`src/design/assert_macros.svh`:
```
// Assertion helpers shared by the design files.
`ifndef ASSERT_MACROS_SVH
`define ASSERT_MACROS_SVH

// Clocked assertion, disabled while the synchronous reset is held.
`define WBPS_ASSERT(label, clk, rst_n, prop, msg) \
  label: assert property (@(posedge clk) disable iff (!rst_n) prop) else $error(msg);

// Clocked assertion that is also checked during reset.
`define WBPS_ASSERT_ALWAYS(label, clk, prop, msg) \
  label: assert property (@(posedge clk) prop) else $error(msg);

`endif

```
`src/design/wbps_pkg.sv`:
```
`timescale 1ns / 1ps

package wbps_pkg;

  // Request codes carried in req_type.
  localparam logic [1:0] REQ_BEGIN  = 2'd0;
  localparam logic [1:0] REQ_APPEND = 2'd1;
  localparam logic [1:0] REQ_REGION = 2'd2;

  // A pattern byte with this value matches any region byte.
  localparam logic [7:0] WILDCARD_BYTE = 8'h2A;

  // Width of the reported match offset.
  localparam int unsigned MATCH_OFFSET_W = 32;

  // Per-cycle command broadcast to every cell of the chain.
  typedef struct packed {
    logic clear;   // begin a new job
    logic append;  // shift a new pattern byte into the chain
    logic scan;    // advance the partial-match bits by one region byte
  } cell_ctrl_t;

  // One result beat.
  typedef struct packed {
    logic                      found;
    logic [MATCH_OFFSET_W-1:0] match_offset;
  } result_t;

endpackage

```
`src/design/wbps_ifs.sv`:
```


// Result channel: one beat per finished job.
interface wbps_out_if;
  logic                                valid;
  logic                                ready;
  logic                                found;
  logic [wbps_pkg::MATCH_OFFSET_W-1:0] match_offset;

  modport source (output valid, output found, output match_offset, input ready);
  modport sink (input valid, input found, input match_offset, output ready);
endinterface

```
`src/design/wbps_skid.sv`:
```
`timescale 1ns / 1ps
`include "assert_macros.svh"

// Output register with one skid entry behind it.
module wbps_skid (
  input  logic              clk,
  input  logic              rst_n,
  input  logic              res_valid,
  input  wbps_pkg::result_t res,
  output logic              space_ok,
  wbps_out_if.source        out_chan
);

  logic              out_valid_r;
  logic              skid_valid_r;
  wbps_pkg::result_t out_r;
  wbps_pkg::result_t skid_r;
  logic              out_free;

  assign out_free = !out_valid_r || out_chan.ready;
  assign space_ok = !skid_valid_r;

  assign out_chan.valid        = out_valid_r;
  assign out_chan.found        = out_r.found;
  assign out_chan.match_offset = out_r.match_offset;

  always_ff @(posedge clk) begin
    if (!rst_n) begin
      out_valid_r  <= 1'b0;
      skid_valid_r <= 1'b0;
    end else if (out_free) begin
      if (skid_valid_r) begin
        out_valid_r  <= 1'b1;
        skid_valid_r <= 1'b0;
      end else begin
        out_valid_r <= res_valid;
      end
    end else if (res_valid) begin
      skid_valid_r <= 1'b1;
    end
  end

  always_ff @(posedge clk) begin
    if (out_free) begin
      out_r <= skid_valid_r ? skid_r : res;
    end
    if (!out_free && res_valid) begin
      skid_r <= res;
    end
  end

  `WBPS_ASSERT(a_skid_behind_out, clk, rst_n, skid_valid_r |-> out_valid_r, "skid full while output empty")
  `WBPS_ASSERT(a_no_result_when_full, clk, rst_n, skid_valid_r |-> !res_valid, "result arrived with skid full")

endmodule

```
`src/flat_wrapper.sv`:
```
// flat-port wrapper written by rule: the top's interface ports become plain ports
module wbps_skid_flat 
  (clk, rst_n, res_valid, res, space_ok, out_chan_valid, out_chan_found, out_chan_match_offset, out_chan_ready);
  wbps_out_if out_chan_i ();
  input  logic clk;
  input  logic rst_n;
  input  logic res_valid;
  input  wbps_pkg::result_t res;
  output logic space_ok;
  output wire logic [$bits(out_chan_i.valid)-1:0] out_chan_valid;
  output wire logic [$bits(out_chan_i.found)-1:0] out_chan_found;
  output wire logic [$bits(out_chan_i.match_offset)-1:0] out_chan_match_offset;
  input wire logic [$bits(out_chan_i.ready)-1:0] out_chan_ready;
  assign out_chan_valid = out_chan_i.valid;
  assign out_chan_found = out_chan_i.found;
  assign out_chan_match_offset = out_chan_i.match_offset;
  assign out_chan_i.ready = out_chan_ready;
  wbps_skid u_core (.clk(clk), .rst_n(rst_n), .res_valid(res_valid), .res(res), .space_ok(space_ok), .out_chan(out_chan_i));
endmodule
```
`config.mk`:
```
export PLATFORM = sky130hd
export DESIGN_NAME = wbps_skid_flat
export DESIGN_NICKNAME = d
export VERILOG_FILES = /design/src/design/wbps_pkg.sv /design/src/design/wbps_ifs.sv /design/src/design/wbps_skid.sv /design/src/flat_wrapper.sv
export VERILOG_INCLUDE_DIRS = /design/src /design/src/design
export SDC_FILE = /design/constraint.sdc
export NUM_CORES = 1
export LEC_CHECK = 0
export BUFFER_PORTS_ARGS = -buffer_cell sky130_fd_sc_hd__buf_4
export CORE_ASPECT_RATIO = 1.1
export CORE_UTILIZATION = 46
export DETAILED_ROUTE_END_ITERATION = 10
export GPL_TIMING_DRIVEN = 0
export HOLD_SLACK_MARGIN = 0.08
export PLACE_DENSITY_LB_ADDON = 0.2
export SYNTH_ARGS = -nofsm -noshare
export SYNTH_HDL_FRONTEND = slang
export SYNTH_SLANG_ARGS = --single-unit
```
`constraint.sdc`:
```
create_clock -name clk -period 3.43 [get_ports clk]
set_clock_uncertainty 0.05 [all_clocks]
set_input_delay 0.1715 -clock clk [delete_from_list [all_inputs] [get_ports clk]]
set_output_delay 0.1715 -clock clk [all_outputs]
set_load 0.005 [all_outputs]
```
==> results of run 1 <==
-- metrics by stage --
| step | cells | utilization, % | worst slack [ns] | hold slack [ns] |
|---|---|---|---|---|
| global route | 308 | 70.0 | 0.938 | 0.118 |
| finish | 308 | 70.0 | 1.13 | 0.105 |
| CTS | 308 | 70.0 | 1.07 | 0.0896 |
| floorplan | 112 | - | 0.306 | 0.220 |
| global placement | 258 | 59.7 | -0.746 | 0.310 |
| detailed placement | 258 | 59.9 | 1.04 | 0.312 |
-- per-layer routing --
metal	vias up	wire length, µm	global-route usage (%)
met2	48	2510	28.8
met5	-	0	0
li1	671	-	-
met3	12	220	4.34
met4	0	119	10.2
met1	678	1870	19.6
-- path summary, 6_finish.rpt --
path                                       startpoint                          endpoint  slack [ns]  cells after the start
worst max-delay path            u_core.out_chan.valid                 u_core.skid_r[15]        1.13                      2
worst min register to register      u_core.skid_r[16]  u_core.out_chan.match_offset[16]        0.50                      1
worst min-delay path                        res_valid             u_core.out_chan.valid        0.11                      3
worst max register to register  u_core.out_chan.valid                 u_core.skid_r[15]        1.13                      2
-- synth_stat cells, drive strengths merged --
master,count,area (µm²)
mux2,33,477
buf,4,71.3
nor3b,1,12.5
nand2b,1,6.26
nor2,2,10.0
inv,2,7.51
edfxtp,66,1980
a21boi,1,7.51
dfxtp,2,40.0
-- worst max-delay path, stage by stage (launching register included) --
cell and delay (ns):
dfxtp_1 0.36, nand2b_2 0.54, nor2_4 0.97
-- sequential cells by signal (all words and copies together) (netlist names) --
register                      flops
u_core.skid_valid_r               1
u_core.out_chan.valid             1
u_core.out_chan.match_offset     32
u_core.out_chan.found             1
u_core.skid_r                    33
-- logic make-up after synthesis --
| group | Yosys count | synth area share [%] |
|---|---|---|
| AO/OA/AOI/OAI | 1 | 0.287 |
| buffers and inverters | 6 | 3.02 |
| AND/OR/NAND/NOR | 4 | 1.10 |
| multiplexers | 33 | 18.2 |
| flip-flops | 68 | 77.4 |
-- timing repair --
item	4_1_cts	5_1_grt
hold buffers	34	0
hold endpoints to repair	36	0
buffers inserted	0	0
gates resized for setup	0	0
-- power by group through the flow --
stage,registers (µW),logic (µW),clock network [µW]
after global placement,988,143,0
final,970,180,690
after floorplan,991,51.7,0
after global routing,974,194,733
after CTS,970,182,706
after detailed placement,988,150,0
-- final cells by class --
cell class	count	share of cell area, %
Sequential cell	68	53.2
Clock buffer	11	3.46
Timing Repair Buffer	105	23.0
Buffer	4	1.88
Inverter	2	0.198
Clock inverter	5	2.01
Tap cell	75	2.47
Multi-Input combinational cell	38	13.8
==> run_results.csv, run 1 <==
group,metric,value,unit
status,status,"completed",
final_layout,drive_above_1_share,53.6,%
worst_setup_path,required,3.33,ns
floorplan,die_x,73.9,µm
synth,synth_seq_cells,68,
power_and_ir_drop,switching_share,19.3,%
worst_setup_path,worstSetupStartpointType,"register",
run,cap_viol_max_count,0,
hold_path,hold_path_class,"input port to register",
sta,worst_pin_slew,0.980,ns
final_layout,mostFrequentLayoutCells,"71 x buf_4, 66 x edfxtp_1, 34 x dlygate4sd3_1",
floorplan,num_rows,28,
synth,syn-mean-instance-area,23.3,µm²
floorplan,core,0.00543,mm²
synth,syn_area,0.00261,mm²
placement,placed_cell_area,0.00325,mm²
final_layout,final_area,0.00380,mm²
placement,gp_congestion,0.657,
global_route,grt_pass1_wl,7.25,mm
sta,hold_viol,0,
worst_setup_path,worst-path-max-fanout,36,
power_and_ir_drop,power.density,484,mW/mm²
clock_tree,insertion_delay,0.33,ns
routing,drt_iter0_markers,96,
final_layout,final_common_cell,"buf_4",
sta,setup_tns,0,ns
power_and_ir_drop,power,1840,µW
routing,wire_per_inst,15.3,µm
clock_tree,htree_levels,3,
sta,finalCritPeriodShare,67.2,%
power_and_ir_drop,combPwrFrac,9.8,%
floorplan,io_pins,72,
synth,postSynthCellCount,112,
power_and_ir_drop,clockPowerShare,37.5,%
floorplan,dieArea,0.00599,mm²
power_and_ir_drop,seqPwrFrac,52.7,%
clock_tree,clkSlewWorstSetupHoldPaths,0.06,ns
clock_tree,cts_tree,"done",
synth,synth_cell_types,12,
final_layout,final_nets,265,
placement,portBuffers,71,
synth,yosys_warnings,0,
final_layout,antenna_cells,0,
floorplan,initial_core_util,48.1,%
routing,avgViaCountPerCell,4.57,
final_layout,regArea,0.00202,mm²
global_route,overflow,0,
final_layout,area_growth,45.3,%
clock_tree,clockBufferDepth,2,
global_route,grt_pass1_vias,1486,
sta,rsz0062_at_grt,"no",
floorplan,die_h,81.1,µm
routing,vias,1409,
synth,synth-seq-area-share,77.4,%
power_and_ir_drop,power.switching,354,µW
sta,setup_viol,0,
sta,drv_slew,0,
power_and_ir_drop,ir_drop,0.000301,V
routing,drt_wl_total,4.72,mm
routing,drc_errors,0,
routing,antenna_left,0,
sta,period_needed,2.30,ns
clock_tree,root_buffer,"clkbuf_8",
sta,slew_headroom,34.7,%
worst_setup_path,crit_type,"register to register",
placement,post-dp-hpwl,2.82,mm
power_and_ir_drop,internal_power,1490,µW
global_route,grt_max_degree,37,
worst_setup_path,crit_arrival,2.21,ns
global_route,grt_antenna_before_repair,0,
final_layout,fillers,377,
worst_setup_path,endpoint_kind,"register",
sta,fmax,434,MHz
clock_tree,clock-sinks,68,
synth,syn_nets,149,
routing,drt_first_pass_iters,4,
power_and_ir_drop,p_leak,0.00150,µW
global_route,grt_use_total,17.1,%
clock_tree,numCtsBuffers,9,
final_layout,multiInputGateArea,523,µm²
(Power assumes the default switching activity.)
==> inputs of run 2 (changes only) <==
Clock period 3.43 ns to 2.05 ns, I/O delays scaled along.
==> run 2 against run 1 <==
Effect of this change: first-iteration DRC count down 55%; largest cell class unchanged; critical path depth unchanged; total power up 72%.
==> run_results.csv, run 2 (synthesis gave the netlist of run 1 again) <==
group,metric,value,unit
worst_setup_path,slowest_delay,0.55,ns
clock_tree,clock-sinks,68,
clock_tree,numCtsBuffers,9,
sta,period_needed,1.69,ns
final_layout,regArea,0.00202,mm²
worst_setup_path,path_cells,"nand2b_4 > nor2_4",
placement,gp_congestion,0.690,
final_layout,largest_reg_flops,33,
routing,drt_iter0_markers,43,
sta,worst_pin_slew,0.554,ns
clock_tree,clkSlewWorstSetupHoldPaths,0.07,ns
worst_setup_path,required,1.97,ns
sta,finalCritPeriodShare,82.5,%
final_layout,mostFrequentLayoutCells,"71 x buf_4, 66 x edfxtp_1, 36 x dlygate4sd3_1",
final_layout,final_nets,268,
routing,avgViaCountPerCell,4.60,
clock_tree,root_buffer,"clkbuf_8",
power_and_ir_drop,ir_drop,0.000636,V
routing,drc_errors,0,
worst_setup_path,endpoint_kind,"register",
floorplan,initial_core_util,48.1,%
hold_path,hold_path_class,"input port to register",
placement,dp_slack,-0.299,ns
global_route,grt_use_total,16.5,%
clock_tree,htree_levels,3,
sta,fmax,591,MHz
final_layout,drive_above_1_share,54.7,%
worst_setup_path,crit_family,"simple AND/OR/NAND/NOR gates",
global_route,grt_pass1_wl,7.00,mm
final_layout,area_growth,47.8,%
final_layout,fillers,346,
routing,drt_first_pass_iters,4,
worst_setup_path,regToRegSetupSlack,0.36,ns
global_route,grt_pass1_vias,1528,
power_and_ir_drop,power,3170,µW
worst_setup_path,worst-path-max-fanout,37,
final_layout,final_core_util,71.1,%
sta,drv_slew,0,
floorplan,die_x,73.9,µm
placement,portBuffers,71,
worst_setup_path,critPathBufInv,0,
routing,drt_wl_total,4.35,mm
routing,wire_per_inst,14.0,µm
worst_setup_path,crit_type,"register to register",
final_layout,antenna_cells,0,
floorplan,dieArea,0.00599,mm²
worst_setup_path,crit_arrival,1.61,ns
power_and_ir_drop,p_leak,0.00153,µW
final_layout,multiInputGateArea,539,µm²
sta,layout_setup_ws,0.359,ns
final_layout,regMostFlops,"u_core.skid_r",
sta,setup_viol,0,
clock_tree,insertion_delay,0.33,ns
floorplan,num_rows,28,
routing,vias,1431,
clock_tree,cts_tree,"done",
final_layout,final_common_cell,"buf_4",
status,status,"completed",
sta,hold_viol,0,
clock_tree,clockBufferDepth,2,
worst_setup_path,worstSetupStartpointType,"register",
sta,rsz0062_at_grt,"no",
worst_setup_path,cpMaxStageDelayCell,"nor2_4",
routing,antenna_left,0,
global_route,overflow,0,
run,cap_viol_max_count,0,
global_route,grt_antenna_before_repair,0,
floorplan,io_pins,72,
floorplan,core,0.00543,mm²
sta,slew_headroom,63.0,%
floorplan,die_h,81.1,µm
power_and_ir_drop,power.density,820,mW/mm²
global_route,grt_max_degree,38,
## run 2: cell types whose count changed in the layout (fill, tap and decap cells not counted), sizes merged
cell	delta
dlygate4sd3	+2
clkinvlp	+1
nor2	+1
clkinv	-1
## run 2: power breakdown
part | internal (µW) | leakage (µW) | switching (µW)
Sequential | 1600 | 0.000659 | 18.8
Combinational | 206 | 0.000760 | 98.1
Clock | 753 | 0.000112 | 491
Total | 2560 | 0.00153 | 608
## run 2: worst paths after layout
check	cells after the start	startpoint	end
worst max-delay path	2	u_core.out_chan.valid	u_core.skid_r[16]
worst min-delay path	2	res[27]	u_core.skid_r[27]
worst max register to register	2	u_core.out_chan.valid	u_core.skid_r[16]
worst min register to register	1	u_core.skid_r[18]	u_core.out_chan.match_offset[18]
## run 2: through the flow
step | hold slack (ns) | TNS, ns | area, µm² | std cells
floorplan | 0.151 | 0 | 2620 | 112
global placement | 0.240 | -6.48 | 3250 | 258
detailed placement | 0.242 | -9.79 | 3250 | 258
CTS | 0.428 | 0 | 3860 | 311
global route | 0.442 | 0 | 3860 | 311
finish | 0.447 | 0 | 3860 | 311
## run 2: timing repair
action,CTS,global route
hold buffers,36,0
setup buffers,0,0
resized for setup,2,0
setup endpoints to repair,33,0
endpoints found under the hold margin,68,0
## run 2: routing by layer
layer	up-vias	GRT usage (%)	wire length, µm
met5	-	0	0
met4	0	9.23	83
met3	10	4.71	228
met2	52	27.6	2230
met1	691	19.0	1810
li1	678	-	-
## run 2: final cells by class
| type | instances | area share (%) |
|---|---|---|
| clock buffers | 11 | 3.92 |
| repair buffers | 107 | 23.1 |
| flip-flops and latches | 68 | 52.3 |
| inverters | 2 | 0.194 |
| clock inverters | 5 | 2.17 |
| well taps | 75 | 2.43 |
| plain buffers | 4 | 1.85 |
| multi-input cells | 39 | 14.0 |
