## src/design/assert_macros.svh

```systemverilog
// Assertion helpers shared by the design files.
`ifndef ASSERT_MACROS_SVH
`define ASSERT_MACROS_SVH

// Clocked assertion, disabled while the synchronous reset is held.
`define WBPS_ASSERT(label, clk, rst_n, prop, msg) \
  label: assert property (@(posedge clk) disable iff (!rst_n) prop) else $error(msg);

// Clocked assertion that is also checked during reset.
`define WBPS_ASSERT_ALWAYS(label, clk, prop, msg) \
  label: assert property (@(posedge clk) prop) else $error(msg);

`endif

```

## src/design/wbps_pkg.sv

```systemverilog
`timescale 1ns / 1ps

package wbps_pkg;

  // Request codes carried in req_type.
  localparam logic [1:0] REQ_BEGIN  = 2'd0;
  localparam logic [1:0] REQ_APPEND = 2'd1;
  localparam logic [1:0] REQ_REGION = 2'd2;

  // A pattern byte with this value matches any region byte.
  localparam logic [7:0] WILDCARD_BYTE = 8'h2A;

  // Width of the reported match offset.
  localparam int unsigned MATCH_OFFSET_W = 32;

  // Per-cycle command broadcast to every cell of the chain.
  typedef struct packed {
    logic clear;   // begin a new job
    logic append;  // shift a new pattern byte into the chain
    logic scan;    // advance the partial-match bits by one region byte
  } cell_ctrl_t;

  // One result beat.
  typedef struct packed {
    logic                      found;
    logic [MATCH_OFFSET_W-1:0] match_offset;
  } result_t;

endpackage

```

## src/design/wbps_cell.sv

```systemverilog
`timescale 1ns / 1ps

// One pattern position: its pattern byte, a loaded flag and one
// partial-match bit. Cell k holds pattern byte (length - 1 - k).
module wbps_cell (
  input  logic                 clk,
  input  logic                 rst_n,
  input  wbps_pkg::cell_ctrl_t ctrl,
  input  logic [7:0]           scan_byte,
  input  logic [7:0]           pat_in,
  input  logic                 loaded_in,
  input  logic                 pm_in,
  input  logic                 feed_in,
  output logic [7:0]           pat_out,
  output logic                 loaded_out,
  output logic                 pm_out,
  output logic                 feed_out,
  output logic                 hit_out
);

  logic [7:0] pat_r;
  logic       loaded_r;
  logic       pm_r;
  logic       byte_match;

  assign byte_match = (pat_r == wbps_pkg::WILDCARD_BYTE) || (pat_r == scan_byte);
  // New partial-match value: the shorter prefix matched one byte earlier and this byte matches.
  assign hit_out    = loaded_r & feed_in & byte_match;
  // An empty cell above the pattern acts as an always-matched empty prefix.
  assign feed_out   = loaded_r ? pm_r : 1'b1;

  assign pat_out    = pat_r;
  assign loaded_out = loaded_r;
  assign pm_out     = pm_r;

  always_ff @(posedge clk) begin
    if (!rst_n || ctrl.clear) begin
      loaded_r <= 1'b0;
      pm_r     <= 1'b0;
    end else if (ctrl.append) begin
      loaded_r <= loaded_in;
      pm_r     <= pm_in;
    end else if (ctrl.scan) begin
      pm_r <= hit_out;
    end
  end

  always_ff @(posedge clk) begin
    if (ctrl.append) begin
      pat_r <= pat_in;
    end
  end

endmodule

```

## config.mk

```make
export PLATFORM = sky130hd
export DESIGN_NAME = wbps_cell
export DESIGN_NICKNAME = d
export VERILOG_FILES = /design/src/design/assert_macros.svh /design/src/design/wbps_pkg.sv /design/src/design/wbps_cell.sv
export SDC_FILE = /design/constraint.sdc
export NUM_CORES = 1
export LEC_CHECK = 0
export ABC_CLOCK_PERIOD_IN_PS = 1900
export BUFFER_PORTS_ARGS = -buffer_cell sky130_fd_sc_hd__buf_4
export CAP_MARGIN = 5
export CORE_AREA = 5 5 42 44
export DETAILED_ROUTE_END_ITERATION = 8
export DIE_AREA = 0 0 47 49
export GPL_TIMING_DRIVEN = 0
export PLACE_DENSITY = 0.76
export RECOVER_POWER = 100
export SETUP_SLACK_MARGIN = 0.02
export SKIP_CTS_REPAIR_TIMING = 1
export SLEW_MARGIN = 30
export SYNTH_ARGS = -nofsm -noshare
export SYNTH_HDL_FRONTEND = slang
export SYNTH_SLANG_ARGS = --single-unit
```

## constraint.sdc

```tcl
create_clock -name clk -period 1.9 [get_ports clk]
set_input_delay 0.285 -clock clk [delete_from_list [all_inputs] [get_ports clk]]
set_output_delay 0.285 -clock clk [all_outputs]
set_load 0.02 [all_outputs]
```

==> qor.yml, run 1 <==
status: "completed"
whs_path_depth: 1
met3_usage_pct: 4.059
ir_drop_v: 0.0003501
yosys_warnings: 0
hold_slack_ns: 0.2194
finClkSkew_ns: 0.004787
place.gp.congestion: 0.7317
nNetsFinal: 105
arrival_ns: 1.57
antenna_found_initial: 0
worst-r2r-cell-count: 5
period_needed_ns: 1.854
drive_gt1_share_pct: 46.25
clk_path_buf_depth: 2
yosysSeqAreaShare_pct: 59.42
maxCapViolCount: 0
ys_types: 18
fin_area_um2: 789.5
synth_compound_area_share_pct: 3.979
hold_end: "pat_out[6]"
fin_crit_sh_pct: 97.56
drc: 0
core_um2: 1401
cts_buffers: 3
path_cells: "xor2_1 > nor4_2 > nand2_1 > a21oi_2 > buf_4"
grt_max_degree: 12
synth_area_leaders: "edfxtp_1 (51%), xor2_1 (15%), dfxtp_1 (8.5%)"
dieHeight_um: 49
overflow: 0
vias: 454
reg2reg_from: "pat_out[0]"
num_io_pins: 36
yosys.area_share.xor_xnor_pct: 14.85
maxSlewViolCount: 0
path_class: "flop to output pin"
track_usage_pct: 12.03
synth_seq_cells: 10
setup_ws_ns: 0.04641
vias_per_cell: 4.729
power_leakage_nw: 0.3410
first_iter_violations: 4
grtUsageMet1_pct: 12.73
path_max_fanout: 3
path_clk_slew_ns: 0.07
worst_path_largest_cell_delay_ns: 0.43
fmax_mhz: 539.5
place_area_um2: 754.5
synthAdderAreaFrac_pct: 0
worstHoldPathType: "input port to flop"
dr.pass1.iters: 4
worstReg2RegEnd: "pm_out"
diodes: 0
cp.required_ns: 1.62
gr-usage-met2_pct: 19.68
hp-start: "pat_in[6]"
grt_setup_unrepaired: "true"
synth_fp_nets: 62
io_buffer_count: 35
clk_latency_ns: 0.26
finalWirelength_mm: 1.229
yosys-mux-area-fraction_pct: 2.122
area_delta_synth_final_pct: 67.37
synth.avg_cell_area_um2: 12.41
syn_inst: 38
root_buffer: "clkbuf_4"
grt_pass1_wl_mm: 1.994
p_per_area_nw_per_um2: 668.5
final_util_pct: 56.34
ant_nets: 0
slew_headroom_pct: 62.93
worstMarginPinSlew_ns: 0.5561
synth_simple_gate_area_share_pct: 18.83
setup_viol: 0
cts_tree: "yes"
clock_sinks: 10
drt-wirelength-per-cell_um: 12.80
start_util_pct: 33.66
post-synth-top-area-cell: "edfxtp_1"
endpoint_kind: "output pin"
hold_viol: 0
grt-busiest-layer: "met2"
row_count: 14
p_total_w: 0.0005278
grt_pass1_vias: 495
yosysTopAreaCellShare_pct: 50.93
start_kind: "flop"
cp_slowest_cell: "edfxtp_1"
fp.dieW_um: 47
post-place-ws_ns: 0.2488
synth_area_um2: 471.7
reg2reg_slack_ns: 0.58
cts_max_level: 1
synth_top_family_by_area: "simple AND/OR/NAND/NOR gates"
dieArea_um2: 2303
kinds of logic after synthesis:
kind of cell	count (synthesis)
and+or+nand+nor	15
DFF	10
xor gates and xnor gates	8
AOI/OAI and AO/OA	3
muxes	1
buffers and inverters	1
cells in the mapped netlist:
cell      n
a21oi_1   1
a21oi_2   1
and3_1    1
dfxtp_1   2
edfxtp_1  8
inv_1     1
mux2i_1   1
nand2_1   3
nand2b_1  2
nand3_1   1
nand4_1   2
nor2_1    1
nor2b_1   1
nor4_1    2
nor4b_1   1
nor4bb_1  1
o21ai_0   1
xor2_1    8
flip-flops by register name, indices dropped and copies added (netlist names):
register,cells
pm_out,1
loaded_out,1
pat_out,8
metal layers:
metal / vias to the layer above / part of all wire, %
li1: 223 / -
met1: 212 / 33
met2: 17 / 59
met3: 2 / 6.8
met4: 0 / 1.1
met5: - / 0
worst max path at each step:
stage	slack (ns)	startpoint	to	cells past startpoint
after global routing	-0.13	pat_out[0]	hit_out	5
after floorplan	0.23	pat_out[6]	hit_out	4
final	0.05	pat_out[0]	hit_out	5
after global placement	0.28	pat_out[6]	hit_out	5
after detailed placement	0.25	pat_out[6]	hit_out	5
after CTS	-0.04	pat_out[6]	hit_out	5
per-stage QoR:
| stage | std cells | setup TNS (ns) |
|---|---|---|
| finish | 96 | 0 |
| global route | 96 | -0.1254 |
| CTS | 93 | -0.04273 |
| detailed placement | 89 | 0 |
| global placement | 89 | 0 |
| floorplan | 38 | 0 |
report_power, final:
part | total (W) | internal [W] | switching (W) | leakage, nW
combinational | 0.000116 | 0.0000609 | 0.0000553 | 0.231
clock | 0.000144 | 0.0000756 | 0.0000686 | 0.0154
sequential | 0.000267 | 0.000254 | 0.0000131 | 0.0946
layout by cell type, fill, tap and decap left out, types with 2 or more instances in the layout:
master,synthesis,routed
nor4_2,0,2
clkbuf_1,0,7
nand4_1,2,2
buf_4,0,23
nand2_1,3,3
clkbuf_4,0,11
dfxtp_1,2,2
edfxtp_1,8,8
xor2_1,8,8
nand2b_1,2,2
layout make-up:
type                       count  area (µm²)
clock buffer                   3       22.52
clock inverter                 1       3.754
fill                         127       611.8
inverter                       1       3.754
multi-input combinational     27       200.2
sequential                    10       280.3
tap                           16       20.02
timing repair buffer          38       259.0
critical path, delay by kind of cell, from the launching register on:
kind                   cells  cell delay, ns
XOR/XNOR                   1            0.17
AO/OA/AOI/OAI              1            0.12
flip-flops                 1            0.43
buffers and inverters      1            0.15
AND/OR/NAND/NOR            2            0.45
Power figures use the tool's default switching activity.
==> run 2: changes to the inputs <==
--- a/config.mk
+++ b/config.mk
@@ -13,7 +13,7 @@
 export DIE_AREA = 0 0 47 49
 export GPL_TIMING_DRIVEN = 0
 export PLACE_DENSITY = 0.76
-export RECOVER_POWER = 100
+export RECOVER_POWER = 50
 export SETUP_SLACK_MARGIN = 0.02
 export SKIP_CTS_REPAIR_TIMING = 1
 export SLEW_MARGIN = 30
==> run 2 against run 1 <==
Net effect: die area stayed put; cell area is 2.9% higher; global-route usage stayed put; maximum frequency is 0.12% lower; first-iteration DRC count stayed put; worst hold slack hardly changed; core utilization is 1.6 points higher; total power is 1.4% higher; critical path type unchanged.
==> qor.yml, run 2 (same netlist as run 1, synthesis figures left out) <==
status: "completed"
place.gp.congestion: 0.7317
hold_viol: 0
finalWirelength_mm: 1.241
dr.pass1.iters: 4
period_needed_ns: 1.856
clk_path_buf_depth: 2
largest_register_ffs: 8
diodes: 0
worstHoldPathType: "input port to flop"
final_cell_mix: "buf_4 (29), clkbuf_4 (11), xor2_1 (8), edfxtp_1 (8), nand2_1 (3)"
maxCapViolCount: 0
finClkSkew_ns: 0.004787
worstMarginPinSlew_ns: 0.5559
slew_headroom_pct: 62.94
dieArea_um2: 2303
vias_per_cell: 4.729
cts_max_level: 1
core_um2: 1401
ir_drop_v: 0.0003602
grt_setup_unrepaired: "true"
start_kind: "flop"
fmax_mhz: 538.8
dieHeight_um: 49
drc: 0
first_iter_violations: 4
layout_commonest_cell: "buf_4"
row_count: 14
fin_area_um2: 812.0
place_area_um2: 754.5
vias: 454
fill_cells: 121
grt_pass1_wl_mm: 1.994
num_io_pins: 36
endpoint_kind: "output pin"
cts_buffers: 3
path_max_fanout: 3
antenna_found_initial: 0
cts_tree: "yes"
track_usage_pct: 12.03
setup_ws_ns: 0.04419
post-place-ws_ns: 0.2488
area_delta_synth_final_pct: 72.15
root_buffer: "clkbuf_4"
clk_latency_ns: 0.26
drive_gt1_share_pct: 53.75
p_per_area_nw_per_um2: 658.7
maxSlewViolCount: 0
path_class: "flop to output pin"
hold_slack_ns: 0.2193
setup_viol: 0
grt_max_degree: 12
grt_pass1_vias: 495
fp.dieW_um: 47
drt-wirelength-per-cell_um: 12.93
nNetsFinal: 105
io_buffer_count: 35
start_util_pct: 33.66
tns_ns: 0
ant_nets: 0
overflow: 0
clock_sinks: 10
arrival_ns: 1.57
cp.required_ns: 1.62
fin_crit_sh_pct: 97.67
path_clk_slew_ns: 0.07
power_leakage_nw: 0.3639
## run 2: final timing paths
check,from,endpoint,slack [ns],cells past startpoint
worst max-delay path,pat_out[0],hit_out,0.04,5
worst min-delay path,pat_in[6],pat_out[6],0.22,1
worst max register to register,pat_out[0],pm_out,0.58,5
worst min register to register,loaded_out,loaded_out,0.57,2
## run 2: area by class of cell
| class | count | area, µm² | area share [%] |
|---|---|---|---|
| clock buffers | 3 | 22.52 | 2.773 |
| clock inverters | 1 | 3.754 | 0.4622 |
| inverters | 1 | 3.754 | 0.4622 |
| multi-input cells | 27 | 200.2 | 24.65 |
| flip-flops and latches | 10 | 280.3 | 34.51 |
| well taps | 16 | 20.02 | 2.465 |
| repair buffers | 38 | 281.5 | 34.67 |
## run 2: through the flow
stage | total power [W] | instances | utilization (%)
6_report | 0.0005349 | 96 | 57.95
5_1_grt | 0.0005649 | 96 | 57.95
4_1_cts | 0.0005326 | 93 | 55.71
3_5_place_dp | 0.0003867 | 89 | 53.84
3_3_place_gp | 0.0003844 | 89 | 53.84
2_1_floorplan | 0.0003144 | 38 | -
## run 2: critical path, stage by stage (launching register included)
cell      delay (ns)
edfxtp_1        0.43
xor2_1          0.17
nor4_2          0.34
nand2_1         0.11
a21oi_2         0.12
buf_4           0.15
## run 2: report_power, final
group / leakage (nW) / internal [W] / total, W / switching, W
Sequential: 0.0946 / 0.000254 / 0.000268 / 0.0000135
Clock: 0.0154 / 0.0000756 / 0.000144 / 0.0000686
Combinational: 0.254 / 0.0000675 / 0.000123 / 0.0000554
## run 2: metal layers
layer | global-route usage [%] | part of all wire (%) | up-vias
li1 | - | - | 223
met1 | 12.73 | 33 | 212
met3 | 4.059 | 7.1 | 2
met4 | 6.912 | 1.1 | 0
met5 | 0 | 0 | -
met2 | 19.68 | 59 | 17
==> run 3: changes to the inputs <==
--- a/config.mk
+++ b/config.mk
@@ -5,14 +5,14 @@
 export SDC_FILE = /design/constraint.sdc
 export NUM_CORES = 1
 export LEC_CHECK = 0
-export ABC_CLOCK_PERIOD_IN_PS = 1900
+export ABC_CLOCK_PERIOD_IN_PS = 1700
 export BUFFER_PORTS_ARGS = -buffer_cell sky130_fd_sc_hd__buf_4
 export CAP_MARGIN = 5
-export CORE_AREA = 5 5 42 44
+export CORE_AREA = 5 5 44 46
 export DETAILED_ROUTE_END_ITERATION = 8
-export DIE_AREA = 0 0 47 49
+export DIE_AREA = 0 0 49 51
 export GPL_TIMING_DRIVEN = 0
-export PLACE_DENSITY = 0.76
+export PLACE_DENSITY = 0.8
 export RECOVER_POWER = 50
 export SETUP_SLACK_MARGIN = 0.02
 export SKIP_CTS_REPAIR_TIMING = 1
==> constraint.sdc (replaced) <==
create_clock -name clk -period 1.7 [get_ports clk]
set_input_delay 0.255 -clock clk [delete_from_list [all_inputs] [get_ports clk]]
set_output_delay 0.255 -clock clk [all_outputs]
set_load 0.02 [all_outputs]
==> run 3 against run 2 <==
Net effect: the flow now finishes with violations (negative setup slack); largest cell class is now registers; cell area shrank 1.5%; worst hold slack got worse by 0.020 ns; critical endpoint unchanged; highest routed layer unchanged; core utilization fell by 3.6 points.
==> qor.yml, run 3 (same netlist as run 1, synthesis figures left out) <==
drt-wirelength-per-cell_um: 12.72
p_total_w: 0.0006278
ant_nets: 0
track_usage_pct: 9.348
dieHeight_um: 51
finClkSkew_ns: 0.0005901
maxCapViolCount: 0
dieArea_um2: 2499
finalWirelength_mm: 1.183
power_leakage_nw: 0.3539
violations: "negative setup slack"
dp_hpwl_mm: 1.029
final_cell_mix: "buf_4 (26), clkbuf_4 (11), xor2_1 (8), edfxtp_1 (8), nand2_1 (3)"
worst_path_largest_cell_delay_ns: 0.42
grt_pass1_vias: 414
dr.pass1.iters: 4
status: "finished with violations"
path_class: "flop to output pin"
fmax_mhz: 554.9
vias: 427
setup_viol: 1
slew_headroom_pct: 64.02
endpoint_kind: "output pin"
start_util_pct: 32.06
grt_pass1_wl_mm: 1.780
root_buffer: "clkbuf_4"
final_util_pct: 54.34
post-place-ws_ns: 0.06733
vias_per_cell: 4.591
ir_drop_v: 0.0004474
io_buffer_count: 35
fin_crit_sh_pct: 106.0
period_needed_ns: 1.802
place.gp.congestion: 0.7388
cts_tree: "yes"
start_kind: "flop"
diodes: 0
grt_max_degree: 12
maxSlewViolCount: 0
path_cells: "xor2_1 > nor4_2 > nand2_1 > a21oi_2 > buf_4"
cp.required_ns: 1.44
layout_commonest_cell: "buf_4"
grt_setup_unrepaired: "true"
worstMarginPinSlew_ns: 0.5396
drc: 0
worstHoldPathType: "input port to flop"
antenna_found_initial: 0
hold_viol: 0
path_clk_slew_ns: 0.06
largest_register_ffs: 8
cts_max_level: 1
core_um2: 1471
num_io_pins: 36
fp.dieW_um: 49
clock_sinks: 10
p_per_area_nw_per_um2: 785.2
first_iter_violations: 4
nNetsFinal: 102
arrival_ns: 1.55
cts_buffers: 3
row_count: 14
path_max_fanout: 3
cp_slowest_cell: "edfxtp_1"
clk_path_buf_depth: 2
overflow: 0
setup_ws_ns: -0.1021
drive_gt1_share_pct: 53.25
fill_cells: 146
clk_latency_ns: 0.25
area_delta_synth_final_pct: 69.50
-- run 3: area by class of cell --
cell class | count | area, µm² | area share [%]
Clock buffer | 4 | 36.28 | 4.538
Inverter | 1 | 3.754 | 0.4695
Sequential cell | 10 | 280.3 | 35.05
Multi-Input combinational cell | 27 | 200.2 | 25.04
Tap cell | 16 | 20.02 | 2.504
Timing Repair Buffer | 35 | 259.0 | 32.39
-- run 3: report_power, final --
group	switching [W]	leakage (nW)	internal [W]
clock network	0.0000705	0.0210	0.000129
registers	0.0000161	0.0946	0.000284
logic	0.0000577	0.238	0.0000698
-- run 3: critical path: cells and delay by family, from the launching register on --
family          cells  cell delay, ns
flops               1            0.42
simple gates        2            0.41
xor+xnor            1            0.20
buf+inv             1            0.15
compound gates      1            0.12
-- run 3: metal layers --
| layer | wire [µm] | up-vias | GRT usage, % |
|---|---|---|---|
| li1 | - | 218 | - |
| met3 | 93 | 2 | 3.488 |
| met2 | 647 | 21 | 15.65 |
| met5 | 0 | - | 0 |
| met4 | 19 | 0 | 6.726 |
| met1 | 423 | 186 | 9.619 |
-- run 3: stage by stage --
stage / area, µm² / cells / TNS (ns) / hold WS (ns)
floorplan: 471.7 / 38 / 0 / 0.3539
finish: 799.5 / 93 / -0.1021 / 0.1995
global route: 799.5 / 93 / -0.2174 / 0.1813
CTS: 790.8 / 93 / -0.2136 / 0.1698
detailed placement: 754.5 / 89 / 0 / 0.4343
global placement: 754.5 / 89 / 0 / 0.4345
-- run 3: path summary, 6_finish.rpt --
| check | to | depth (start not counted) | slack, ns | from |
|---|---|---|---|---|
| max | hit_out | 5 | -0.10 | pat_out[7] |
| min | pat_out[3] | 1 | 0.20 | pat_in[3] |
| max reg2reg | pm_out | 4 | 0.50 | pat_out[0] |
| min reg2reg | loaded_out | 2 | 0.57 | loaded_out |
